**config.mk**
```make
export PLATFORM = sky130hd
export DESIGN_NAME = fbc_out_fifo
export DESIGN_NICKNAME = d
export VERILOG_FILES = /design/src/hw/rtl/fbc_pkg.sv /design/src/hw/rtl/fbc_out_fifo.sv
export SDC_FILE = /design/constraint.sdc
export NUM_CORES = 1
export LEC_CHECK = 0
export ABC_AREA = 1
export BUFFER_PORTS_ARGS = -buffer_cell sky130_fd_sc_hd__buf_2
export CAP_MARGIN = 15
export CORE_UTILIZATION = 50
export CTS_CLUSTER_SIZE = 24
export DETAILED_ROUTE_END_ITERATION = 8
export MAX_ROUTING_LAYER = met4
export PLACE_DENSITY = 0.68
export SLEW_MARGIN = 30
export SYNTH_ARGS = -nofsm -noshare
export SYNTH_HDL_FRONTEND = slang
export SYNTH_SLANG_ARGS = --single-unit
```
**constraint.sdc**
```tcl
create_clock -name i_clk -period 5.45 [get_ports i_clk]
set_input_delay 0.2725 -clock i_clk [delete_from_list [all_inputs] [get_ports i_clk]]
set_output_delay 0.2725 -clock i_clk [all_outputs]
set_load 0.03 [all_outputs]
```
**src/hw/rtl/fbc_pkg.sv**
```systemverilog
`default_nettype none
// ============================================================================
// fbc_pkg
// Shared types and constants of the frustum box cull unit: coefficient and
// plane widths, command and visibility codes, result queue depth.
// ============================================================================
package fbc_pkg;

    // Matrix coefficients: signed Q16.16
    localparam int COEF_W      = 32;
    localparam int COEF_COUNT  = 16;
    localparam int COEF_IDX_W  = 4;
    localparam int ROW_LEN     = 4;
    // First coefficient of row 3 (w row)
    localparam int ROW3_BASE   = 12;

    // Plane coefficients: exact sum or difference of two coefficients
    localparam int PLANE_W     = COEF_W + 1;
    localparam int PLANE_COUNT = 5;
    localparam int FRAC_BITS   = 16;
    localparam int AXIS_COUNT  = 3;
    localparam int CORNER_COUNT = 8;

    // Default coordinate width, signed Q(COORD_WIDTH-16).16
    localparam int COORD_WIDTH_DEF = 32;

    // Result queue depth, power of two, above the pipeline latency
    localparam int OUT_DEPTH   = 8;

    typedef enum logic {
        CMD_LOAD = 1'b0,
        CMD_TEST = 1'b1
    } t_cmd;

    typedef enum logic [1:0] {
        VIS_INVISIBLE = 2'd0,
        VIS_PARTIAL   = 2'd1,
        VIS_FULL      = 2'd2
    } t_vis;

    typedef struct packed {
        logic signed [PLANE_W-1:0] a;
        logic signed [PLANE_W-1:0] b;
        logic signed [PLANE_W-1:0] c;
        logic signed [PLANE_W-1:0] d;
    } t_plane;

    // Row 3 plus or minus another row's coefficient, exact
    function automatic logic signed [PLANE_W-1:0] plane_coef(
        input logic signed [COEF_W-1:0] r3,
        input logic signed [COEF_W-1:0] rr,
        input logic                     minus
    );
        logic signed [PLANE_W-1:0] a3;
        logic signed [PLANE_W-1:0] ar;
        a3 = PLANE_W'(r3);
        ar = PLANE_W'(rr);
        return minus ? (a3 - ar) : (a3 + ar);
    endfunction

endpackage
`default_nettype wire

```
**src/hw/rtl/fbc_out_fifo.sv**
```systemverilog
`default_nettype none
// ============================================================================
// fbc_out_fifo
// Result queue between the evaluation pipeline and the output channel.
// Upstream credit accounting guarantees a push never meets a full queue.
// ============================================================================
module fbc_out_fifo (
    input  wire logic          i_clk,
    input  wire logic          i_rst_n,
    input  wire logic          i_push,
    input  wire fbc_pkg::t_vis i_data,
    input  wire logic          i_pop,
    output logic               o_valid,
    output fbc_pkg::t_vis      o_data
);

    localparam int PTR_W = $clog2(fbc_pkg::OUT_DEPTH);
    localparam int CNT_W = $clog2(fbc_pkg::OUT_DEPTH + 1);

    fbc_pkg::t_vis    r_mem [fbc_pkg::OUT_DEPTH];
    logic [PTR_W-1:0] r_wr_ptr;
    logic [PTR_W-1:0] r_rd_ptr;
    logic [CNT_W-1:0] r_count;
    logic             pop_ok;

    assign pop_ok = i_pop && (r_count != '0);

    // Store pushed results
    always_ff @(posedge i_clk) begin
        if (i_push) begin
            r_mem[r_wr_ptr] <= i_data;
        end
    end

    // Advance pointers and occupancy
    always_ff @(posedge i_clk) begin
        if (!i_rst_n) begin
            r_wr_ptr <= '0;
            r_rd_ptr <= '0;
            r_count  <= '0;
        end else begin
            if (i_push) begin
                r_wr_ptr <= (r_wr_ptr == PTR_W'(fbc_pkg::OUT_DEPTH - 1)) ? '0
                                                                        : r_wr_ptr + 1'b1;
            end
            if (pop_ok) begin
                r_rd_ptr <= (r_rd_ptr == PTR_W'(fbc_pkg::OUT_DEPTH - 1)) ? '0
                                                                        : r_rd_ptr + 1'b1;
            end
            case ({i_push, pop_ok})
                2'b10:   r_count <= r_count + 1'b1;
                2'b01:   r_count <= r_count - 1'b1;
                default: r_count <= r_count;
            endcase
        end
    end

    assign o_valid = (r_count != '0);
    assign o_data  = r_mem[r_rd_ptr];

endmodule
`default_nettype wire
```
### Word level (Yosys, flattened, before mapping)

Memory sizes are Yosys's and may differ from the RTL's. A register that Yosys moved wholly into a read port is not among the register bits.
Index checks and enable logic that the tools add are counted.

| storage, ports and cells | value |
|---|---|
| bits in registers | 10 |
| memories kept | 1 |
| bits of input ports | 6 |
| RAM bits | 16 |

Memories:

| memory | words | bits a word | read ports | clocked after Yosys merged registers in | wr ports | RTL line | RTL |
|---|---|---|---|---|---|---|---|
| r_mem | 8 | 2 | 1 | 1 | 1 | fbc_out_fifo.sv:20 | `fbc_pkg::t_vis r_mem [fbc_pkg::OUT_DEPTH];` |

| operators by class | value |
|---|---|
| reduce and logical (&&, ||, !) cells | 3 |
| eq/ne operators | 4 |
| multiplexer cells | 7 |
| add/sub/neg operators | 4 |

Operators with widths:

| operator | count |
|---|---|
| $mux 3 | 4 |
| $pmux 4 s2 | 1 |
| $add 3x1->3 const B | 2 |
| $eq 3x3->1 const B | 2 |
| $add 4x1->4 const B | 1 |
| $reduce_bool 4->1 | 1 |
| $sub 4x1->4 const B | 1 |
| $eq 2x1->1 const B | 1 |
| $eq 2x2->1 const B | 1 |
| $mux 1 | 2 |
| $reduce_bool 2->1 | 1 |
| $logic_and 1x1->1 | 1 |

### Depth between registers and ports, before layout

Gate-level depths: netlist (run 1).

| depth | value |
|---|---|
| depth in word-level cells | 4 |
| mapped depth | 14 |

### Worst setup path after synthesis (run 1)

No wires, ideal clock.

| timing path | value |
|---|---|
| path type | reg-to-reg |
| start point | register r_count[1] |
| end point | register r_count[2] |
| stages on the path, launching flop included | 13 |
| path buffers | 0 |
| path slack | 3.485 ns |
| required time | 5.335 ns |
| library setup time | 0.115 ns |
| clock period less this slack | 1.965 ns |
| data arrival time | 1.850 ns |
| path through | dfxtp_1 inv_1 nand4_2 nand2_2 inv_2 ha_1 nor2_2 nor2_4 ha_1 a21oi_1 xnor2_1 o21ai_0 inv_1 |

| between the ends | value |
|---|---|
| cells in the longest elaborated chain, start to end | 4 |

RTL lines:

| what | RTL line | RTL |
|---|---|---|
| start: declaration | fbc_out_fifo.sv:23 | `logic [CNT_W-1:0] r_count;` |
| start signal: assignment | fbc_out_fifo.sv:51 | `2'b10: r_count <= r_count + 1'b1;` |
| start signal: assignment | fbc_out_fifo.sv:52 | `2'b01: r_count <= r_count - 1'b1;` |
| start signal: assignment | fbc_out_fifo.sv:53 | `default: r_count <= r_count;` |
| $reduce_bool 4->1 (*) | -- |  |
| named net o_valid | fbc_out_fifo.sv:13 | `output logic o_valid,` |
| $logic_and 1x1->1 (*) | fbc_out_fifo.sv:26 | `assign pop_ok = i_pop && (r_count != '0);` |
| $eq 2x1->1 or $eq 2x2->1 (tied branches) | fbc_out_fifo.sv:50 | `case ({i_push, pop_ok})` |
| $pmux 4 s2 or $reduce_bool 2->1 (tied branches) | -- |  |

The timed path passes the listed nets; every way through them passes the cells marked *.
A chain may end at the register's enable or synchronous reset.

### Final worst setup path (run 1)

| timing path | value |
|---|---|
| start point | register r_count[1] |
| end point | register r_count[2] |

| between the ends | value |
|---|---|
| cells in the longest elaborated chain, start to end | 4 |

RTL lines:

| what |
|---|
| branches (longest 4 deep; another with $sub 4x1->4) |

Parallel ways; which one is timed is not known.

==> flow_summary.yaml, run 1 <==
die:
  ioPinCount: 9
  initial_core_util_pct: 52.88
  die_area_mm2: 0.002829
  num_rows: 18
  die_height_um: 53.19
  core_mm2: 0.002477
  die_w_um: 53.19
synthesis:
  synth_top_cell_by_area: "edfxtp_1"
  netlist_area_mm2: 0.001310
  synthArstFlopShare_pct: 0
  synth_seq_area_share_pct: 56.54
  ys_seq_elements: 29
  netlist_instances: 136
  yosys-top-cells-area: "edfxtp_1 (37%), dfxtp_1 (20%), nor2_1 (6.9%)"
  synth_top_flop_cell: "edfxtp_1"
  synth_cell_types: 22
  syn_nets: 149
  synth.avg_cell_area_um2: 9.632
  ys_warn_count: 0
  synth_top_area_share_pct: 36.68
  synth-edff-count: 16
sta:
  slew_violations: 0
  fin_crit_ps: 1976
  tns_ps: 0
  setup_viol: 0
  hold_viol: 0
  slew-limit-headroom_pct: 79.88
  fmax_mhz: 506.0
  rsz0062_at_grt: "false"
  setup_ws_ps: 3474
  period_share_pct: 36.26
  fin_skew_ps: 9.676
  tightest_slew_ps: 301.4
cells_and_area:
  drive_gt1_share_pct: 17.88
  stdcell_area_mm2: 0.001474
  fin_cells: 181
  area_growth_syn_to_layout_pct: 12.51
  fin_nets: 163
  num_antenna_cells: 0
run:
  cap_violations: 0
min_path:
  min_path_type: "in -> reg"
global_route:
  grt_pass1_vias: 811
  grt_max_degree: 11
  gr-usage-all-layers_pct: 19.99
  antenna_found_initial: 0
  grt_pass1_wl_um: 3650
  grt-ovfl-total: 0
clock_tree:
  holdBufCountCts: 0
  clkSlewWorstSetupHoldPaths_ps: 100
  cts-root-buf: "clkbuf_4"
  htreeDepth: 2
  cts.sinks: 29
  cts_tree: "done"
  clock_latency_ps: 330
  post_cts_buffers: 0
  cts.repair.resized: 0
  cts_buffer_depth: 2
  cts_buffers: 5
drt:
  dr.first_iter.drc_count: 26
  routed_wirelength_um: 2214
  drtPass1Iterations: 4
  wl_per_cell_um: 12.23
  drc: 0
  via_per_inst: 4.939
  via_count: 894
  ant_nets: 0
power:
  irDropWorstVdd_mv: 0.3254
  finalPower_w: 0.0007446
  p_per_area_mw_per_mm2: 505.2
  power_leakage_nw: 0.6276
worst_setup_path:
  reg2reg_depth: 13
  rrSetupSlack_ps: 3470
  rr_startpoint: "r_count[1]$_SDFFE_PN0P_"
  crit_path_end: "r_count[2]$_SDFFE_PN0P_"
  crit_type: "reg -> reg"
  worst_setup_path_start_kind: "flip-flop"
  r2r-end: "r_count[2]$_SDFFE_PN0P_"
  required_ps: 5690
  crit_arrival_ps: 2210
  cp-startpoint: "r_count[1]$_SDFFE_PN0P_"
  end_kind: "flip-flop"
  critPathMaxFanout: 5
placement:
  placed_cells: 173
  io_buffers: 8
  placed_area_mm2: 0.001376
  dpl.hpwl_um: 1611
  gp_congestion: 0.7777
  dp_slack_ps: 3519
status:
  status: "finished, final reports clean"
## where the power goes
part	total (W)	switching, W	internal, W
Combinational	0.000242	0.000153	0.0000887
Sequential	0.000302	0.0000357	0.000266
Clock	0.000201	0.0000772	0.000124
Total	0.000745	0.000266	0.000478
## synth_stat cells, types with 2 or more instances
library cell / instances
inv_2: 3
xnor2_1: 2
inv_1: 14
nand2_1: 17
dfxtp_1: 13
ha_1: 7
o21ai_0: 16
nand3_1: 2
nand2_2: 2
a21oi_1: 8
mux2i_1: 2
edfxtp_1: 16
o22ai_1: 2
nor2_1: 24
## per-stage QoR
stage          util (%)  hold slack [ps]
2_1_floorplan         -            371.4
3_3_place_gp      55.56            517.2
3_5_place_dp      55.56            518.9
4_1_cts           59.49            217.5
5_1_grt           59.49            201.8
6_report          59.49            212.0
## layer usage
layer	share of wire, %	global-route usage [%]	vias to the layer above
li1	-	-	479
met1	47	22.34	393
met2	48	30.17	16
met3	3.6	8.621	6
met4	1.8	10.53	0
met5	0	-	-
## kinds of logic after synthesis
| family | Yosys count | synth area share (%) |
|---|---|---|
| AOI/OAI and AO/OA | 27 | 10.79 |
| xor gates and xnor gates | 2 | 1.337 |
| muxes | 2 | 1.528 |
| adders and majority gates | 7 | 6.685 |
| buffers and inverters | 18 | 5.731 |
| DFF | 29 | 56.54 |
| and+or+nand+nor | 51 | 17.38 |
## critical path, stage by stage, from the launching register on
cell and delay [ps]:
dfxtp_1 410, inv_1 80, nand4_2 110, nand2_2 70
inv_2 90, ha_1 240, nand2_1 80, inv_2 100
nor2_4 40, ha_1 180, a21oi_1 170, xnor2_1 100
o21ai_0 160, inv_1 50
## placed cells by master (no fill, tap or decap)
| cell | instances |
|---|---|
| a21oi_1 | 8 |
| buf_2 | 8 |
| bufinv_16 | 1 |
| clkbuf_16 | 1 |
| clkbuf_4 | 5 |
| clkinv_2 | 1 |
| dfxtp_1 | 13 |
| edfxtp_1 | 16 |
| ha_1 | 7 |
| inv_1 | 14 |
| inv_2 | 3 |
| mux2i_1 | 2 |
| nand2_1 | 17 |
| nand2_2 | 2 |
| nand3_1 | 2 |
| nand3_2 | 1 |
| nand4_2 | 1 |
| nor2_1 | 24 |
| nor2_2 | 1 |
| nor2_4 | 1 |
| nor3_1 | 1 |
| o21ai_0 | 16 |
| o21ai_2 | 1 |
| o22ai_1 | 2 |
| or2_2 | 1 |
| xnor2_1 | 2 |
## worst min path at each step
stage               slack [ps]                  endpoint  depth (start not counted)                startpoint
global route               200     r_mem[6][1]$_DFFE_PP_                          1                 i_data[1]
global placement           520  r_rd_ptr[1]$_SDFFE_PN0N_                          2  r_rd_ptr[1]$_SDFFE_PN0N_
detailed placement         520                 flip-flop                          2  r_rd_ptr[0]$_SDFFE_PN0N_
CTS                        220     r_mem[4][1]$_DFFE_PP_                          1                 i_data[1]
finish                     210     r_mem[4][1]$_DFFE_PP_                          1                 i_data[1]
floorplan                  370     r_mem[0][0]$_DFFE_PP_                          0                 i_data[0]
## final cells by class
| cell class | instances | area [um^2] |
|---|---|---|
| fillers | 223 | 1003 |
| flip-flops and latches | 29 | 740.7 |
| multi-input cells | 89 | 494.2 |
| inverters | 17 | 63.81 |
| clock buffers | 6 | 62.56 |
| repair buffers | 8 | 40.04 |
| well taps | 30 | 37.54 |
| clock inverters | 2 | 35.03 |
No activity file was read; power rests on OpenSTA's default activity.
==> inputs of run 2 (changes only) <==
--- a/config.mk
+++ b/config.mk
@@ -5,7 +5,7 @@
 export SDC_FILE = /design/constraint.sdc
 export NUM_CORES = 1
 export LEC_CHECK = 0
-export ABC_AREA = 1
+export ABC_AREA = 0
 export BUFFER_PORTS_ARGS = -buffer_cell sky130_fd_sc_hd__buf_2
 export CAP_MARGIN = 15
 export CORE_UTILIZATION = 50
==> constraint.sdc (replaced) <==
create_clock -name i_clk -period 1.84 [get_ports i_clk]
set_input_delay 0.092 -clock i_clk [delete_from_list [all_inputs] [get_ports i_clk]]
set_output_delay 0.092 -clock i_clk [all_outputs]
set_load 0.03 [all_outputs]
==> flow_summary.yaml, run 2 <==
worst_setup_path:
  reg2reg_depth: 10
  rrSetupSlack_ps: -330
  worst_setup_path_start_kind: "flip-flop"
  required_ps: 2100
  cp-startpoint: "r_count[0]$_SDFFE_PN0P_"
  crit_arrival_ps: 2430
  critPathMaxFanout: 2
  crit_type: "reg -> reg"
  rr_startpoint: "r_count[0]$_SDFFE_PN0P_"
  end_kind: "flip-flop"
  r2r-end: "r_count[2]$_SDFFE_PN0P_"
  crit_path_end: "r_count[2]$_SDFFE_PN0P_"
drt:
  drtPass1Iterations: 6
  drc: 0
  dr.first_iter.drc_count: 20
  via_count: 783
  via_per_inst: 5.185
  ant_nets: 0
  wl_per_cell_um: 12.87
  routed_wirelength_um: 1943
die:
  die_area_mm2: 0.002777
  num_rows: 18
  core_mm2: 0.002455
  die_w_um: 52.70
  initial_core_util_pct: 52.34
  die_height_um: 52.70
  ioPinCount: 9
power:
  irDropWorstVdd_mv: 0.8686
  p_per_area_mw_per_mm2: 1308
  finalPower_w: 0.001986
  power_leakage_nw: 0.5787
sta:
  fin_skew_ps: 4.871
  fmax_mhz: 460.0
  setup_ws_ps: -333.8
  rsz0062_at_grt: "true"
  period_share_pct: 118.1
  slew_violations: 0
  fin_crit_ps: 2174
  whs_ps: 52.84
  tightest_slew_ps: 373.1
  hold_viol: 0
  setup_viol: 3
  slew-limit-headroom_pct: 74.93
synthesis:
  yosys-top-cells-area: "edfxtp_1 (37%), dfxtp_1 (20%), mux4_2 (7.0%)"
  ys_warn_count: 0
  netlist_area_mm2: 0.001285
  synth.avg_cell_area_um2: 13.39
  yosysMostFrequentCell: "edfxtp_1"
  ys_seq_elements: 29
  synth_top_cell_by_area: "edfxtp_1"
  synthTopCellsByCount: "edfxtp_1 (16), dfxtp_1 (13), ha_1 (7), nand2_1 (7), nor2_1 (6)"
  synthArstFlopShare_pct: 0
  synth_top_flop_cell: "edfxtp_1"
  synth-edff-count: 16
  synth_top_area_share_pct: 37.39
  syn_nets: 109
  netlist_instances: 96
  synth_cell_types: 29
  synth_seq_area_share_pct: 57.64
placement:
  io_buffers: 8
  gp_congestion: 0.7653
  placed_area_mm2: 0.001450
  placed_cells: 142
  dpl.hpwl_um: 1504
cells_and_area:
  layout_commonest_cell: "edfxtp_1"
  fin_nets: 133
  fin_cells: 151
  area_growth_syn_to_layout_pct: 18.11
  drive_gt1_share_pct: 36.36
  nFillCells: 209
  postLayoutCoreUtil_pct: 61.82
  stdcell_area_mm2: 0.001518
  layout_common_cells: "edfxtp_1 (16), dfxtp_1 (11), buf_4 (10), buf_2 (8), nand2_1 (7)"
  num_antenna_cells: 0
global_route:
  grt-ovfl-total: 0
  grt_max_degree: 12
  grt_pass1_wl_um: 3056
  grt_pass1_vias: 766
  antenna_found_initial: 0
  gr-usage-all-layers_pct: 17.14
status:
  violations: "setup timing"
  status: "finished, violations left"
min_path:
  min_path_type: "in -> reg"
  min_from: "i_data[0]"
clock_tree:
  clkSlewWorstSetupHoldPaths_ps: 80
  holdBufCountCts: 0
  clock_latency_ps: 330
  cts_buffer_depth: 2
  cts.sinks: 29
  htreeDepth: 2
  cts_buffers: 5
  cts-root-buf: "clkbuf_4"
  cts_tree: "done"
run:
  cap_violations: 0
run 2: changes by cell type in the layout (fill, tap and decap cells not counted), sizes merged, moves of 3 or more:
cell / change
nor2: -20
inv: -15
o21ai: -15
nand2: -11
buf: +10
a21oi: -5
nand2b: +5
a21boi: +4
mux4: +4
nor2b: +3
run 2: logic make-up after synthesis:
group	after synthesis	synth area share, %
fa+ha+maj	7	6.816
simple gates	34	14.90
flops	29	57.64
buf+inv	3	0.8763
mux	10	11.88
xor+xnor	3	2.045
compound gates	10	5.841
run 2: metal layers:
layer	routed length (um)	track usage [%]	share of wire (%)	vias to the layer above
li1	-	-	-	397
met1	828	15.93	43	367
met2	953	28.06	49	14
met3	112	8.406	5.8	5
met4	48	10.53	2.5	0
met5	0	-	0	-
run 2: worst min path at each step:
stage	cells past startpoint	slack [ps]	to
after floorplan	0	190	r_mem[0][0]$_DFFE_PP_
after global placement	1	370	r_mem[6][0]$_DFFE_PP_
after detailed placement	1	380	r_mem[7][0]$_DFFE_PP_
after CTS	1	30	r_mem[1][1]$_DFFE_PP_
after global routing	1	30	r_mem[7][0]$_DFFE_PP_
final	1	50	r_mem[7][0]$_DFFE_PP_
run 2: layout make-up:
| class | count | area [um^2] | share of cell area, % |
|---|---|---|---|
| flip-flops and latches | 29 | 745.7 | 49.13 |
| multi-input cells | 64 | 558.0 | 36.77 |
| repair buffers | 18 | 115.1 | 7.584 |
| clock buffers | 6 | 41.29 | 2.721 |
| well taps | 30 | 37.54 | 2.473 |
| clock inverters | 2 | 10.01 | 0.6595 |
| inverters | 2 | 10.01 | 0.6595 |
run 2: report_power, final:
part	internal, W	switching (W)	leakage [nW]	total (W)
registers	0.000765	0.0000581	0.252	0.000823
logic	0.000428	0.000381	0.294	0.000809
clock network	0.000145	0.000208	0.0320	0.000353
run 2: timing repair:
item                       in CTS  in global routing
setup buffers                   1                  0
pin swaps                       3                  0
setup endpoints to repair       5                  5
resized for setup               3                  1
hold endpoints to repair        0                  0
run 2: per-stage QoR:
| step | setup slack [ps] | setup TNS [ps] |
|---|---|---|
| 6_report | -333.8 | -634.2 |
| 5_1_grt | -477.7 | -974.2 |
| 4_1_cts | -351.9 | -678.5 |
| 3_5_place_dp | -333.9 | -679.5 |
| 2_1_floorplan | -417.9 | -853.5 |
| 3_3_place_gp | -267.5 | -498.2 |
run 2: worst max-delay path, cell delays in order (launching register included):
cell and delay (ps):
dfxtp_2 320, or4_4 550, nand2_4 90, inv_4 40, ha_4 150, xor2_1 150, ha_2 190, a21oi_2 40
xor2_1 150, or3_1 300, a21boi_1 120
